`src/sv/corner_average_grid_upsampler_macros.svh`:
```
// Assertion macros used by the module that checks itself.
`ifndef CORNER_AVERAGE_GRID_UPSAMPLER_MACROS_SVH
`define CORNER_AVERAGE_GRID_UPSAMPLER_MACROS_SVH

// Consequent must hold in the same cycle as the antecedent.
`define CAGU_ASSERT_SAME(label, clk, rst_n, ante, cons, msg) \
  label: assert property (@(posedge clk) disable iff (!rst_n) (ante) |-> (cons)) \
    else $error(msg);

// Consequent must hold in the cycle after the antecedent.
`define CAGU_ASSERT_NEXT(label, clk, rst_n, ante, cons, msg) \
  label: assert property (@(posedge clk) disable iff (!rst_n) (ante) |=> (cons)) \
    else $error(msg);

`endif

```
`src/sv/cagu_pkg.sv`:
```
package cagu_pkg;

  localparam int MAX_WIDTH    = 1024;
  localparam int SAMPLE_BITS  = 16;
  localparam int HEIGHT_LIMIT = 1024;
  localparam int COL_W        = $clog2(MAX_WIDTH);
  localparam int ROW_W        = $clog2(HEIGHT_LIMIT);
  localparam int DIM_W        = 11;
  localparam int REG_W        = 11;
  localparam int VAL_W        = SAMPLE_BITS + 2;
  localparam int APB_DATA_W   = 32;
  localparam int APB_ADDR_W   = 3;
  localparam int QUEUE_DEPTH  = 4;
  localparam int QPTR_W       = $clog2(QUEUE_DEPTH);

  typedef enum logic [0:0] {
    REG_GRID_WIDTH  = 1'b0,
    REG_GRID_HEIGHT = 1'b1
  } reg_index_t;

  typedef struct packed {
    logic [COL_W-1:0] col_last;
    logic [ROW_W-1:0] row_last;
  } dims_t;

  typedef struct packed {
    logic [SAMPLE_BITS-1:0] sample;
    logic [SAMPLE_BITS-1:0] left;
    logic [SAMPLE_BITS-1:0] up;
    logic [SAMPLE_BITS-1:0] up_left;
    logic [COL_W-1:0]       col;
    logic [ROW_W-1:0]       row;
    logic                   last_col;
    logic                   last_row;
  } item_t;

  typedef enum logic [1:0] {
    PH_BASE,
    PH_RIGHT,
    PH_BOTTOM,
    PH_CORNER
  } phase_t;

endpackage

```
`src/sv/cagu_queue.sv`:
```
module cagu_queue (
  input  logic            clk,
  input  logic            rst_n,
  input  logic            push_valid,
  output logic            push_ready,
  input  cagu_pkg::item_t push_item,
  output logic            pop_valid,
  input  logic            pop_ready,
  output cagu_pkg::item_t pop_item
);
  import cagu_pkg::*;

  item_t             slots_r [QUEUE_DEPTH];
  logic [QPTR_W-1:0] wr_ptr_r, wr_ptr_nxt, rd_ptr_r, rd_ptr_nxt;
  logic [QPTR_W:0]   count_r, count_nxt;
  logic              push, pop;

  assign push_ready = (count_r != (QPTR_W + 1)'(QUEUE_DEPTH));
  assign pop_valid  = (count_r != '0);
  assign push       = push_valid && push_ready;
  assign pop        = pop_valid && pop_ready;
  assign pop_item   = slots_r[rd_ptr_r];

  always_comb begin
    wr_ptr_nxt = wr_ptr_r;
    rd_ptr_nxt = rd_ptr_r;
    count_nxt  = count_r;
    if (push) begin
      wr_ptr_nxt = (wr_ptr_r == QPTR_W'(QUEUE_DEPTH - 1)) ? '0 : wr_ptr_r + QPTR_W'(1);
    end
    if (pop) begin
      rd_ptr_nxt = (rd_ptr_r == QPTR_W'(QUEUE_DEPTH - 1)) ? '0 : rd_ptr_r + QPTR_W'(1);
    end
    if (push && !pop) begin
      count_nxt = count_r + (QPTR_W + 1)'(1);
    end else if (pop && !push) begin
      count_nxt = count_r - (QPTR_W + 1)'(1);
    end
  end

  always_ff @(posedge clk) begin
    if (!rst_n) begin
      wr_ptr_r <= '0;
      rd_ptr_r <= '0;
      count_r  <= '0;
    end else begin
      wr_ptr_r <= wr_ptr_nxt;
      rd_ptr_r <= rd_ptr_nxt;
      count_r  <= count_nxt;
    end
  end

  always_ff @(posedge clk) begin
    if (push) begin
      slots_r[wr_ptr_r] <= push_item;
    end
  end

endmodule

```
`config.mk`:
```
export PLATFORM = sky130hd
export DESIGN_NAME = cagu_queue
export DESIGN_NICKNAME = d
export VERILOG_FILES = /design/src/sv/corner_average_grid_upsampler_macros.svh /design/src/sv/cagu_pkg.sv /design/src/sv/cagu_queue.sv
export SDC_FILE = /design/constraint.sdc
export NUM_CORES = 1
export LEC_CHECK = 0
export ABC_AREA = 1
export BUFFER_PORTS_ARGS = -buffer_cell sky130_fd_sc_hd__buf_2
export CAP_MARGIN = 5
export CORE_ASPECT_RATIO = 0.5
export CORE_UTILIZATION = 54
export CTS_CLUSTER_DIAMETER = 30
export CTS_CLUSTER_SIZE = 24
export DETAILED_ROUTE_END_ITERATION = 6
export MAX_ROUTING_LAYER = met4
export PLACE_DENSITY = 0.76
export SETUP_SLACK_MARGIN = 0.1
export SYNTH_ARGS = -nofsm -noshare
export SYNTH_HDL_FRONTEND = slang
export SYNTH_SLANG_ARGS = --single-unit
```
`constraint.sdc`:
```
create_clock -name clk -period 13.8 [get_ports clk]
set_clock_uncertainty 0.15 [all_clocks]
set_input_delay 2.76 -clock clk [delete_from_list [all_inputs] [get_ports clk]]
set_output_delay 2.76 -clock clk [all_outputs]
set_load 0.005 [all_outputs]
```
==> run metrics <==
CTS Root Cell=clkbuf_16; Final min period=5.917 ns; total power=3.024 mW; Die W=223.2 microns; CTS Hold Bufs=0; fillcell total=1685; final setup fails=0; Setup TNS=0 ns; largest family of logic cells by synthesized area=compound AO/OA/AOI/OAI gates; critical path required time=10.89 ns; ratio of final minimum period to clock period=42.87%; site row count=40; crit-path max cell delay=0.96 ns; Initial DRC Count=670; Post-CTS Repair Setup Buffers=0; vias in the first global route=7986; main flop type after synthesis=edfxtp_1; gr usage total=22.56%; Syn Area/Cell=14.67 sq um; nets=1170; sequential cell area=10520 sq um; io pins=178; pwr/cell area=195.0 nW/um^2; Post-Route WL=27630 microns; WS Path Type=reg2out; Reg clk slew, reported paths=0.06 ns; slowest CP cell=buf_4; sequential cell area fraction in the yosys report=79.53%; worst reg-to-reg path cell count=5; mux share of post-synthesis cell area=0%; area of the multi-input gates=2331 sq um; hold crit path type=reg2reg; CP Launch Type=flip-flop; Num Clock Sinks=353; Max rail drop VDD=102.0 uV; largest net degree at the start of global routing=173; First-pass DRT Iterations=5; Cells after Synth=901; Die Y=112.6 microns; area share of and/or/nand/nor cells after synthesis=5.917%; Post-Synth XOR/XNOR Area=0%; Worst-Skew Late Latency=0.52 ns; netlist area before placement=13220 sq um; max-slew violations=0; number of buffers created by CTS=38; CP Capture Type=output pin; WP data arrival=3.01 ns; maximum clock rate=169.0 MHz; final core utilization=64.57%; synth unique cells=22; DRC Markers=0; max_cap viols=0; Worst-Margin Slew=1.227 ns; CP max FO=112; Slew Limit Headroom=18.20%; gp weighted congestion=0.7381; total gr overflow=0; Adder-Cell Fraction of Synth Area=0.7196%; Yosys warning total=0; outcome=finished clean; CORE AREA=24020 sq um; share of layout cells above drive strength 1=23.23%; Compound-Gate Fraction of Synth Area=10.77%; drt wl/cell=19.44 microns; crit path cell chain=buf_4, o21ai_0, o22ai_1, buf_2; Initial Util=55.01%; hold depth=2; FF+latch count, synth=353; die area=25140 sq um; maximum clock insertion buffer count=3; post-cts resize count=0; HPWL after DPL=14830 microns; Final Hold Fails=0; CTS tree=built; static leakage=5.457 nW; RSZ-0062 raised after global routing=no; ys async rst share=0%; port bufs=177; first-pass GRT wire length=41900 microns; DR vias/cell=5.629; Worst path depth=4; Critical path buffers and inverters=2; H-tree level count=2; Post-synth EDFFs=344; CP top delay family=buffers and inverters; syn nets=998; vias=7999; post-route antenna net violation count=0; P&R area growth vs syn=17.37%; initial antenna violation count=4
## cell type report
type	instances	share of cell area, %
Clock inverter	27	1.573
Antenna cell	4	0.06453
Clock buffer	42	6.364
Multi-Input combinational cell	476	15.03
Sequential cell	353	67.79
Tap cell	315	2.541
Inverter	17	0.4437
Timing Repair Buffer	187	6.195
## cells in the final DEF (no fill, tap or decap)
cell / count
clkbuf_1: 3
nand3_1: 2
nand3b_1: 1
dfxtp_1: 7
buf_4: 10
a21oi_1: 3
clkinv_8: 3
dfxtp_4: 1
nand2_1: 15
o21ai_1: 11
o21ai_0: 163
o22ai_1: 86
inv_1: 15
clkbuf_16: 39
ha_1: 6
nor2_4: 4
clkinvlp_4: 4
edfxtp_1: 344
clkinv_1: 5
inv_8: 1
clkinv_4: 1
nor2_1: 183
buf_2: 177
inv_2: 1
fa_1: 1
dfxtp_2: 1
clkinv_2: 8
diode_2: 4
nand4_1: 1
inv_6: 4
bufinv_16: 2
## logic make-up (layout without fill, tap and decap cells)
kind of cell,Yosys count,after routing
flops,353,353
fa+ha+maj,7,7
buf+inv,72,273
compound gates,263,263
other cells,0,4
simple gates,206,206
## worst paths after layout
path	startpoint	endpoint	slack [ns]
hold reg to reg	count_r[0]	count_r[0]	0.38
hold / removal	count_r[0]	count_r[0]	0.38
setup reg to reg	count_r[0]	slots_r[3][10]	10.62
setup / recovery	flip-flop	pop_item[47]	7.88
## state kept, by name, indices dropped and copies added (netlist names), named ones only
name / cells
wr_ptr_r: 2
slots_r: 344
count_r: 3
rd_ptr_r: 2
## power breakdown
part	internal (mW)	switching (mW)	leakage [nW]	total, mW
combinational	0.240	0.456	1.63	0.695
sequential	1.31	0.0446	3.23	1.35
clock	0.564	0.413	0.597	0.977
## synthesized netlist by cell type (all sizes together) (2+ instances only)
cell / instances / share of area [%]
o22ai: 86 / 4.1
buf: 31 / 1.8
a21oi: 3 / 0.11
dfxtp: 9 / 1.4
nor2: 187 / 5.3
inv: 17 / 0.52
ha: 6 / 0.57
o21ai: 174 / 6.6
nand3: 2 / 0.076
nand2: 15 / 0.43
edfxtp: 344 / 78
clkbuf: 24 / 0.75
## worst register-to-register path, stage by stage, from the launching register on
cell and delay [ns]:
dfxtp_1 0.38, nor2_1 0.08, nand2_1 0.17, nand2_1 0.29
nor2_4 0.94, buf_4 0.78
## stage by stage
stage | cell area (sq um) | setup WS [ns] | hold slack [ns] | cells
3_3_place_gp | 14270 | 8.390 | 0.3429 | 1348
4_1_cts | 15500 | 7.865 | 0.3777 | 1417
6_report | 15510 | 7.883 | 0.3771 | 1421
3_5_place_dp | 14270 | 8.319 | 0.3675 | 1348
2_1_floorplan | 13220 | 6.660 | 0.3301 | 901
5_1_grt | 15510 | 7.594 | 0.4099 | 1421
## per-layer routing
layer  share of wire (%)  routed length, microns  vias up  global-route usage (%)
li1                    -                       -     3748                       -
met1                  41                   11390     4006                   26.89
met2                  52                   14380      205                   39.27
met3                 5.2                    1424       40                   4.607
met4                 1.6                     435        0                   6.299
met5                   0                       0        -                       -
(Power assumes the default switching activity.)
