[src/sv/corner_average_grid_upsampler_macros.svh]
// Assertion macros used by the module that checks itself.
`ifndef CORNER_AVERAGE_GRID_UPSAMPLER_MACROS_SVH
`define CORNER_AVERAGE_GRID_UPSAMPLER_MACROS_SVH

// Consequent must hold in the same cycle as the antecedent.
`define CAGU_ASSERT_SAME(label, clk, rst_n, ante, cons, msg) \
  label: assert property (@(posedge clk) disable iff (!rst_n) (ante) |-> (cons)) \
    else $error(msg);

// Consequent must hold in the cycle after the antecedent.
`define CAGU_ASSERT_NEXT(label, clk, rst_n, ante, cons, msg) \
  label: assert property (@(posedge clk) disable iff (!rst_n) (ante) |=> (cons)) \
    else $error(msg);

`endif

[src/sv/cagu_pkg.sv]
package cagu_pkg;

  localparam int MAX_WIDTH    = 1024;
  localparam int SAMPLE_BITS  = 16;
  localparam int HEIGHT_LIMIT = 1024;
  localparam int COL_W        = $clog2(MAX_WIDTH);
  localparam int ROW_W        = $clog2(HEIGHT_LIMIT);
  localparam int DIM_W        = 11;
  localparam int REG_W        = 11;
  localparam int VAL_W        = SAMPLE_BITS + 2;
  localparam int APB_DATA_W   = 32;
  localparam int APB_ADDR_W   = 3;
  localparam int QUEUE_DEPTH  = 4;
  localparam int QPTR_W       = $clog2(QUEUE_DEPTH);

  typedef enum logic [0:0] {
    REG_GRID_WIDTH  = 1'b0,
    REG_GRID_HEIGHT = 1'b1
  } reg_index_t;

  typedef struct packed {
    logic [COL_W-1:0] col_last;
    logic [ROW_W-1:0] row_last;
  } dims_t;

  typedef struct packed {
    logic [SAMPLE_BITS-1:0] sample;
    logic [SAMPLE_BITS-1:0] left;
    logic [SAMPLE_BITS-1:0] up;
    logic [SAMPLE_BITS-1:0] up_left;
    logic [COL_W-1:0]       col;
    logic [ROW_W-1:0]       row;
    logic                   last_col;
    logic                   last_row;
  } item_t;

  typedef enum logic [1:0] {
    PH_BASE,
    PH_RIGHT,
    PH_BOTTOM,
    PH_CORNER
  } phase_t;

endpackage

[src/sv/cagu_back.sv]
module cagu_back (
  input  logic                       clk,
  input  logic                       rst_n,
  input  cagu_pkg::dims_t            dims,
  input  logic                       item_valid,
  output logic                       item_ready,
  input  cagu_pkg::item_t            item,
  output logic                       out_valid,
  input  logic                       out_ready,
  output logic [cagu_pkg::VAL_W-1:0] out_vertex_value,
  output logic [cagu_pkg::DIM_W-1:0] out_row,
  output logic [cagu_pkg::DIM_W-1:0] out_col,
  output logic                       out_last_of_input,
  output logic                       out_frame_done
);
  import cagu_pkg::*;

  phase_t            phase_r, phase_nxt, phase_after;
  logic              load, is_last, r_nz, c_nz;
  logic [VAL_W-1:0]  op_a, op_b, op_c, sum, value;
  logic [1:0]        shift;
  logic [DIM_W-1:0]  width_full, height_full, row_o, col_o;
  logic              out_valid_r, out_valid_nxt;
  logic [VAL_W-1:0]  value_r;
  logic [DIM_W-1:0]  row_r, col_r;
  logic              last_r, done_r;

  assign load       = item_valid && (!out_valid_r || out_ready);
  assign item_ready = load && is_last;
  assign r_nz       = (item.row != '0);
  assign c_nz       = (item.col != '0);
  assign width_full  = DIM_W'(dims.col_last) + DIM_W'(1);
  assign height_full = DIM_W'(dims.row_last) + DIM_W'(1);

  always_comb begin
    op_a        = '0;
    op_b        = '0;
    op_c        = '0;
    shift       = 2'd2;
    row_o       = DIM_W'(item.row);
    col_o       = DIM_W'(item.col);
    is_last     = 1'b1;
    phase_after = PH_BASE;
    case (phase_r)
      PH_BASE: begin
        op_a = r_nz ? VAL_W'(item.up) : '0;
        op_b = c_nz ? VAL_W'(item.left) : '0;
        op_c = (r_nz && c_nz) ? VAL_W'(item.up_left) : '0;
        shift = (r_nz && c_nz) ? 2'd0 : ((r_nz || c_nz) ? 2'd1 : 2'd2);
        is_last = !item.last_col && !item.last_row;
        phase_after = item.last_col ? PH_RIGHT : (item.last_row ? PH_BOTTOM : PH_BASE);
      end
      PH_RIGHT: begin
        op_a = r_nz ? VAL_W'(item.up) : '0;
        shift = r_nz ? 2'd1 : 2'd2;
        col_o = width_full;
        is_last = !item.last_row;
        phase_after = item.last_row ? PH_BOTTOM : PH_BASE;
      end
      PH_BOTTOM: begin
        op_b = c_nz ? VAL_W'(item.left) : '0;
        shift = c_nz ? 2'd1 : 2'd2;
        row_o = height_full;
        is_last = !item.last_col;
        phase_after = item.last_col ? PH_CORNER : PH_BASE;
      end
      PH_CORNER: begin
        row_o = height_full;
        col_o = width_full;
      end
      default: begin
      end
    endcase
    sum           = VAL_W'(item.sample) + op_a + op_b + op_c;
    value         = sum << shift;
    phase_nxt     = load ? phase_after : phase_r;
    out_valid_nxt = load || (out_valid_r && !out_ready);
  end

  always_ff @(posedge clk) begin
    if (!rst_n) begin
      phase_r     <= PH_BASE;
      out_valid_r <= 1'b0;
    end else begin
      phase_r     <= phase_nxt;
      out_valid_r <= out_valid_nxt;
    end
  end

  always_ff @(posedge clk) begin
    if (load) begin
      value_r <= value;
      row_r   <= row_o;
      col_r   <= col_o;
      last_r  <= is_last;
      done_r  <= (phase_r == PH_CORNER);
    end
  end

  assign out_valid         = out_valid_r;
  assign out_vertex_value  = value_r;
  assign out_row           = row_r;
  assign out_col           = col_r;
  assign out_last_of_input = last_r;
  assign out_frame_done    = done_r;

endmodule

[config.mk]
export PLATFORM = sky130hd
export DESIGN_NAME = cagu_back
export DESIGN_NICKNAME = d
export VERILOG_FILES = /design/src/sv/corner_average_grid_upsampler_macros.svh /design/src/sv/cagu_pkg.sv /design/src/sv/cagu_back.sv
export SDC_FILE = /design/constraint.sdc
export NUM_CORES = 1
export LEC_CHECK = 0
export BUFFER_PORTS_ARGS = -buffer_cell sky130_fd_sc_hd__buf_2
export CAP_MARGIN = 30
export CORE_AREA = 2 2 113 115
export CTS_CLUSTER_SIZE = 28
export DETAILED_ROUTE_END_ITERATION = 7
export DIE_AREA = 0 0 115 117
export GPL_TIMING_DRIVEN = 0
export PLACE_DENSITY = 0.59
export SYNTH_ARGS = -nofsm -noshare
export SYNTH_HDL_FRONTEND = slang
export SYNTH_SLANG_ARGS = --single-unit
[constraint.sdc]
create_clock -name clk -period 10.3 [get_ports clk]
set_input_delay 2.06 -clock clk [delete_from_list [all_inputs] [get_ports clk]]
set_output_delay 2.06 -clock clk [all_outputs]
set_load 0.02 [all_outputs]
==> impl_metrics.json, run 1 <==
{
  "status": "completed",
  "grt_overflow": 0,
  "drive_gt1_frac": 0.2946,
  "avgSynthCellArea_um2": 9.617,
  "fp.dieW_um": 115,
  "slowest_delay_ns": 0.54,
  "firstDrtPassIters": 4,
  "clk_path_buf_depth": 2,
  "grt_pass1_vias": 3527,
  "grt_start_max_net_pins": 43,
  "grt_setup_unrepaired": "false",
  "die_y_um": 117,
  "grt_pass1_wl_um": 15770,
  "r2r_end": "out_vertex_value[16]",
  "place.gp.congestion": 0.8351,
  "cts_max_level": 2,
  "critPathRequiredTime_ns": 10.33,
  "drv_slew": 0,
  "cts_root_buf": "clkbuf_16",
  "fillers": 1246,
  "hpwlAfterDp_um": 8501,
  "clk_pin_slew_ns": 0.06,
  "worstSkewPairLatency_ns": 0.28,
  "synth_area_leaders": "edfxtp_1 30%, fa_1 15%, ha_1 6.3%",
  "final_common_cell": "buf_2",
  "diodes": 0,
  "rows": 41,
  "cp_data_arrival_time_ns": 7.29,
  "worst_setup_path_end_kind": "flip-flop",
  "critical_path.max_fanout": 10,
  "finalNetCount": 756,
  "drcViolationCount": 0,
  "synth-seq-cells": 45,
  "cts_hold_buf": 0,
  "holdWs_ns": 0.6170,
  "hold_class": "flip-flop to flip-flop",
  "ctsResizeCount": 0,
  "final_core_util": 0.4292,
  "max_slew.worst_pin.slew_ns": 0.8627,
  "setup_viol": 0,
  "slew_headroom": 0.4240,
  "maxCapViolCount": 0,
  "core_area_um2": 12310,
  "fin_setup_tns_ns": 0,
  "peakVddDrop_v": 0.00007825,
  "wl_per_cell_um": 13.43,
  "cpMostUsedCell": "fa_1",
  "synth_area_um2": 4164,
  "fin_skew_ns": 0.005167,
  "slowest_stage": "fa_1",
  "fin_crit_sh": 0.7046,
  "final_cell_mix": "153 x buf_2, 60 x nand2_1, 52 x inv_1",
  "initial_core_util": 0.3382,
  "postCtsSetupBuffers": 0,
  "synthCells": 433,
  "synth_warnings": 0,
  "areaGrowthSynthToFinish_pct": 26.89,
  "syn_nets": 596,
  "finalHoldViolCount": 0,
  "port_buffers": 153,
  "finalPower_mw": 1.054,
  "synthArstFlopShare": 0,
  "crit_end": "out_vertex_value[16]",
  "cts_tree": "built",
  "ff2ff_setup_slack_ns": 4.70,
  "cts_sinks": 45,
  "grtUsageTotal": 0.1454,
  "path_class": "input pin to flip-flop",
  "powerDensity_nw_per_um2": 199.5,
  "synth_edf_count": 42,
  "routed_wirelength_um": 9989,
  "critPathLaunch": "item[20]",
  "ys.flop_type": "edfxtp_1",
  "seq_area_frac_synth": 0.3173,
  "ios": 154,
  "first_iter_violations": 147,
  "via_count": 3545,
  "worstPathCellList": "buf_2 > nor4_1 > nand4_1 > inv_1 > nor2_1 > clkbuf_1 > clkbuf_1 > nand2_1 > fa_1 > fa_1 > inv_1 > ha_1 > fa_1 > a21o_1 > a221o_1 > a221oi_1 > o21bai_1 > xor2_1 > a221o_1 > a21o_1",
  "cts_made_buffers": 5,
  "r2r_start": "phase_r[0]",
  "antenna_found_initial": 0,
  "reg2reg_depth": 17,
  "synth.largest_area_cell": "edfxtp_1",
  "ys_types": 53,
  "fin_crit_ns": 7.258,
  "max_freq_mhz": 137.8,
  "dieArea_um2": 13460,
  "viasPerCell": 4.765,
  "startpoint_type": "input pin",
  "yosysTopAreaCellShare": 0.3029,
  "power.leakage_nw": 2.575,
  "ant_nets": 0
}
power by group:
group | internal, mW | switching [mW]
Combinational | 0.248 | 0.356
Sequential | 0.264 | 0.0110
Clock | 0.113 | 0.0622
Total | 0.625 | 0.429
layout make-up:
cell class | count | area [um2] | area share
clock inverters | 3 | 41.29 | 0.007814
repair buffers | 153 | 765.7 | 0.1449
inverters | 53 | 198.9 | 0.03765
multi-input cells | 322 | 2576 | 0.4876
flip-flops and latches | 45 | 1321 | 0.2501
plain buffers | 13 | 67.56 | 0.01279
well taps | 150 | 187.7 | 0.03552
clock buffers | 5 | 125.1 | 0.02368
worst min path at each step:
stage / from / to / slack, ns / cells after the start
6_report: out_valid / out_valid / 0.62 / 2
5_1_grt: out_valid / out_valid / 0.65 / 2
4_1_cts: out_valid / out_valid / 0.62 / 2
3_5_place_dp: out_valid / out_valid / 0.60 / 2
3_3_place_gp: out_valid / out_valid / 0.59 / 2
2_1_floorplan: phase_r[0] / phase_r[0] / 0.66 / 3
kinds of logic (layout without fill, tap and decap cells):
group	Yosys count	after routing	share of synthesized area
compound gates	77	77	0.1343
xor+xnor	30	30	0.06310
fa+ha+maj	53	53	0.2169
buf+inv	66	227	0.06400
flops	45	45	0.3173
mux	18	18	0.04387
simple gates	144	144	0.1605
registers in the layout, indices dropped and copies added, names as in the netlist:
signal,cells
out_valid,1
out_row,11
out_frame_done,1
out_last_of_input,1
out_vertex_value,18
phase_r,2
out_col,11
routing by layer:
| layer | track usage | wire length (um) |
|---|---|---|
| met1 | 0.1868 | 4671 |
| met2 | 0.2643 | 4682 |
| met3 | 0.01390 | 531 |
| met4 | 0.03614 | 104 |
| met5 | 0 | 0 |
metrics by stage:
step,area (um2),setup slack (ns),cells
after floorplan,4164,3.430,433
after global placement,5117,2.745,736
after detailed placement,5117,2.698,736
after CTS,5284,2.986,744
after global routing,5284,2.579,744
final,5284,3.042,744
synth_stat cells (2+ instances only):
cell type  number
a31oi_1         2
ha_1           21
xnor2_1        12
a2bb2oi_1       2
a21o_1          8
o21a_1          3
o21ai_0         6
mux2i_1        16
a211o_1         3
xor2_1         18
a211oi_1        2
dfxtp_1         3
nand3_1        13
a221oi_1        2
o221ai_1        3
a221o_1         4
nand4_1         3
nor3_1          5
and3_1         11
and2_1          4
nand2_1        60
fa_1           32
inv_1          53
o21bai_1        3
buf_6           2
edfxtp_1       42
clkbuf_1        9
nor2b_1         5
mux2_2          2
a21oi_1        27
nor2_1         35
critical path, delay by kind of cell:
family | cells | cell delay (ns)
AND/OR/NAND/NOR | 4 | 0.88
XOR/XNOR | 1 | 0.19
adder cells (fa/ha/maj) | 4 | 1.62
AO/OA/AOI/OAI | 6 | 1.61
buffers and inverters | 5 | 0.91
(Power assumes the default switching activity.)
==> run 2, diff against run 1 <==
- ABC_AREA: not set -> 1
- CORE_AREA: 2 2 113 115 -> 2 2 118 120
- DIE_AREA: 0 0 115 117 -> 0 0 120 122
- PLACE_DENSITY: 0.59 -> 0.58
- clock period: 10.3 -> 7 ns (I/O delays scaled with it)
==> run 2 against run 1 <==
Against the previous run:
- hold slack worse by 0.13 ns
- non-clock buffer count fell by 2
- clock power rose by 55%
- synthesized area rose by 9.7%
- count of clock-buffer cells in the layout rose by 2
- total power up 54%
- register-to-register slack got worse by 2.2 ns
- sequential power rose by 41%
- die area increased by 8.8%
- flip-flop and latch count unchanged
- critical endpoint is now out_vertex_value[12]
- highest routed layer unchanged
==> impl_metrics.json, run 2 <==
{
  "wl_met2_um": 5775,
  "synthAdderAreaFrac": 0.1978,
  "die_y_um": 122,
  "ys.flop_type": "edfxtp_1",
  "final_core_util": 0.4245,
  "yosysMostFrequentCell": "nand2_1",
  "synth_area_leaders": "edfxtp_1 28%, nand2_1 18%, fa_1 14%",
  "avgSynthCellArea_um2": 7.330,
  "worstSkewPairLatency_ns": 0.29,
  "grt_setup_unrepaired": "false",
  "swShare": 0.4414,
  "synthXorXnorAreaFrac": 0.02493,
  "fin_skew_ns": 0.003525,
  "synth-seq-cells": 45,
  "status": "completed",
  "holdPathStages": 2,
  "rows": 43,
  "hpwlAfterDp_um": 10050,
  "drcViolationCount": 0,
  "synth.area.mux_share": 0,
  "reg2reg_depth": 17,
  "viasPerCell": 4.460,
  "firstDrtPassIters": 5,
  "final_cell_mix": "213 x nand2_1, 153 x buf_2, 107 x inv_1",
  "met3WireLength_um": 735,
  "synth_area_um2": 4567,
  "seq_area_frac_synth": 0.2893,
  "drv_slew": 0,
  "clk_path_buf_depth": 2,
  "synth_edf_count": 42,
  "antenna_found_initial": 0,
  "fin_crit_ns": 5.313,
  "p_sw_mw": 0.7174,
  "fin_setup_tns_ns": 0,
  "critical_path.max_fanout": 10,
  "cts_max_level": 2,
  "cts_tree": "built",
  "ys_types": 28,
  "areaGrowthSynthToFinish_pct": 25.53,
  "fin_crit_sh": 0.7591,
  "slew_headroom": 0.3820,
  "max_slew.worst_pin.slew_ns": 0.9257,
  "top_layer_used": "met4",
  "synthArstFlopShare": 0,
  "setup_viol": 0,
  "routed_wirelength_um": 11740,
  "synth_compound_area_frac": 0.05068,
  "grt_overflow": 0,
  "cts_root_buf": "clkbuf_16",
  "place.gp.congestion": 0.8466,
  "grt_pass1_wl_um": 19490,
  "synth.largest_area_cell": "edfxtp_1",
  "ios": 154,
  "drive_gt1_frac": 0.2423,
  "dieArea_um2": 14640,
  "path_class": "input pin to flip-flop",
  "port_buffers": 153,
  "synth_top_family_by_area": "simple AND/OR/NAND/NOR gates",
  "max_freq_mhz": 188.2,
  "postCtsSetupBuffers": 0,
  "first_iter_violations": 226,
  "grt_pass1_vias": 4253,
  "synthCells": 623,
  "power.leakage_nw": 3.128,
  "via_count": 4304,
  "startpoint_type": "input pin",
  "powerDensity_nw_per_um2": 283.5,
  "grt_start_max_net_pins": 44,
  "peakVddDrop_v": 0.00009375,
  "seqPwrFrac": 0.238,
  "initial_core_util": 0.3382,
  "synth_warnings": 0,
  "yosys.area_share.simple": 0.3274,
  "cts_made_buffers": 5,
  "hold_class": "flip-flop to flip-flop",
  "ant_nets": 0,
  "fp.dieW_um": 120,
  "largest_reg_flops": 18,
  "wirelength_met1_um": 5061,
  "finalNetCount": 946,
  "combPwrFrac": 0.594,
  "yosysTopAreaCellShare": 0.2762,
  "clk_pin_slew_ns": 0.06,
  "cts_sinks": 45,
  "maxCapViolCount": 0,
  "holdWs_ns": 0.4894,
  "finalHoldViolCount": 0,
  "p_int_mw": 0.9078,
  "syn_nets": 786,
  "final_common_cell": "nand2_1",
  "ctsResizeCount": 0,
  "grtUsageTotal": 0.1655,
  "cts_hold_buf": 0,
  "cp_data_arrival_time_ns": 5.35,
  "critPathRequiredTime_ns": 7.04,
  "wl_per_cell_um": 12.16,
  "pwr-share-clk": 0.168,
  "synthTopCellsByCount": "213 x nand2_1, 108 x inv_1, 56 x nand3_1, 51 x nor2_1, 42 x edfxtp_1",
  "worst_setup_path_end_kind": "flip-flop",
  "core_area_um2": 13500
}
-- run 2: cell count changes in the layout (fill, tap and decap cells not counted), moves of 10 or more --
cell     delta
nand2_1   +153
inv_1      +55
nand3_1    +43
mux2i_1    -16
nor2_1     +16
nand3_2    +12
xor2_1     -12
and3_1     -11
a21oi_1    -10
-- run 2: worst max-delay path, stage by stage --
cell and delay (ns):
buf_2 0.09, nor2_1 0.04, nand3_1 0.13, nor2_1 0.09, nor2_1 0.33, clkbuf_1 0.49
nand2_1 0.15, fa_1 0.51, fa_1 0.54, inv_1 0.04, ha_1 0.22, fa_1 0.41
nand2_1 0.11, a21oi_1 0.12, nand2_1 0.08, nand2_1 0.08, xnor2_1 0.24, nand2_1 0.12
nand3_1 0.10, nand2_1 0.06
-- run 2: final cells by class --
class / instances / area, um2
clock inverters: 1 / 30.03
well taps: 180 / 225.2
repair buffers: 153 / 765.7
flip-flops and latches: 45 / 1321
plain buffers: 11 / 71.32
fillers: 1454 / 7771
diodes: 1 / 2.502
inverters: 114 / 430.4
clock buffers: 7 / 142.6
multi-input cells: 453 / 2744
-- run 2: cell families after synthesis --
logic type	after synthesis
buf+inv	125
flops	45
fa+ha+maj	53
simple gates	347
xor+xnor	13
compound gates	40
-- run 2: path summary, 6_finish.rpt --
kind | from | endpoint | slack (ns)
worst min register to register | out_valid | out_valid | 0.49
worst min-delay path | out_valid | out_valid | 0.49
worst max register to register | phase_r[1] | out_vertex_value[12] | 2.50
worst max-delay path | item[7] | out_vertex_value[12] | 1.69
-- run 2: stage by stage --
stage	cells	cell area (um2)	total power [mW]	setup WS, ns
floorplan	623	4567	1.127	2.163
global placement	956	5558	1.363	1.374
detailed placement	956	5558	1.370	1.344
CTS	964	5731	1.647	1.630
global route	964	5731	1.805	1.307
finish	965	5733	1.625	1.687
-- run 2: power by group through the flow --
| stage | Clock [mW] | Combinational (mW) | Sequential (mW) |
|---|---|---|---|
| finish | 0.273 | 0.965 | 0.387 |
| global route | 0.288 | 1.12 | 0.392 |
| CTS | 0.278 | 0.981 | 0.389 |
| detailed placement | 0 | 0.976 | 0.394 |
| global placement | 0 | 0.969 | 0.394 |
| floorplan | 0 | 0.664 | 0.463 |
-- run 2: routing by layer --
metal,up-vias,GRT usage
li1,2272,-
met1,1897,0.2029
met2,125,0.3029
met3,10,0.02528
met4,0,0.04265
met5,-,0
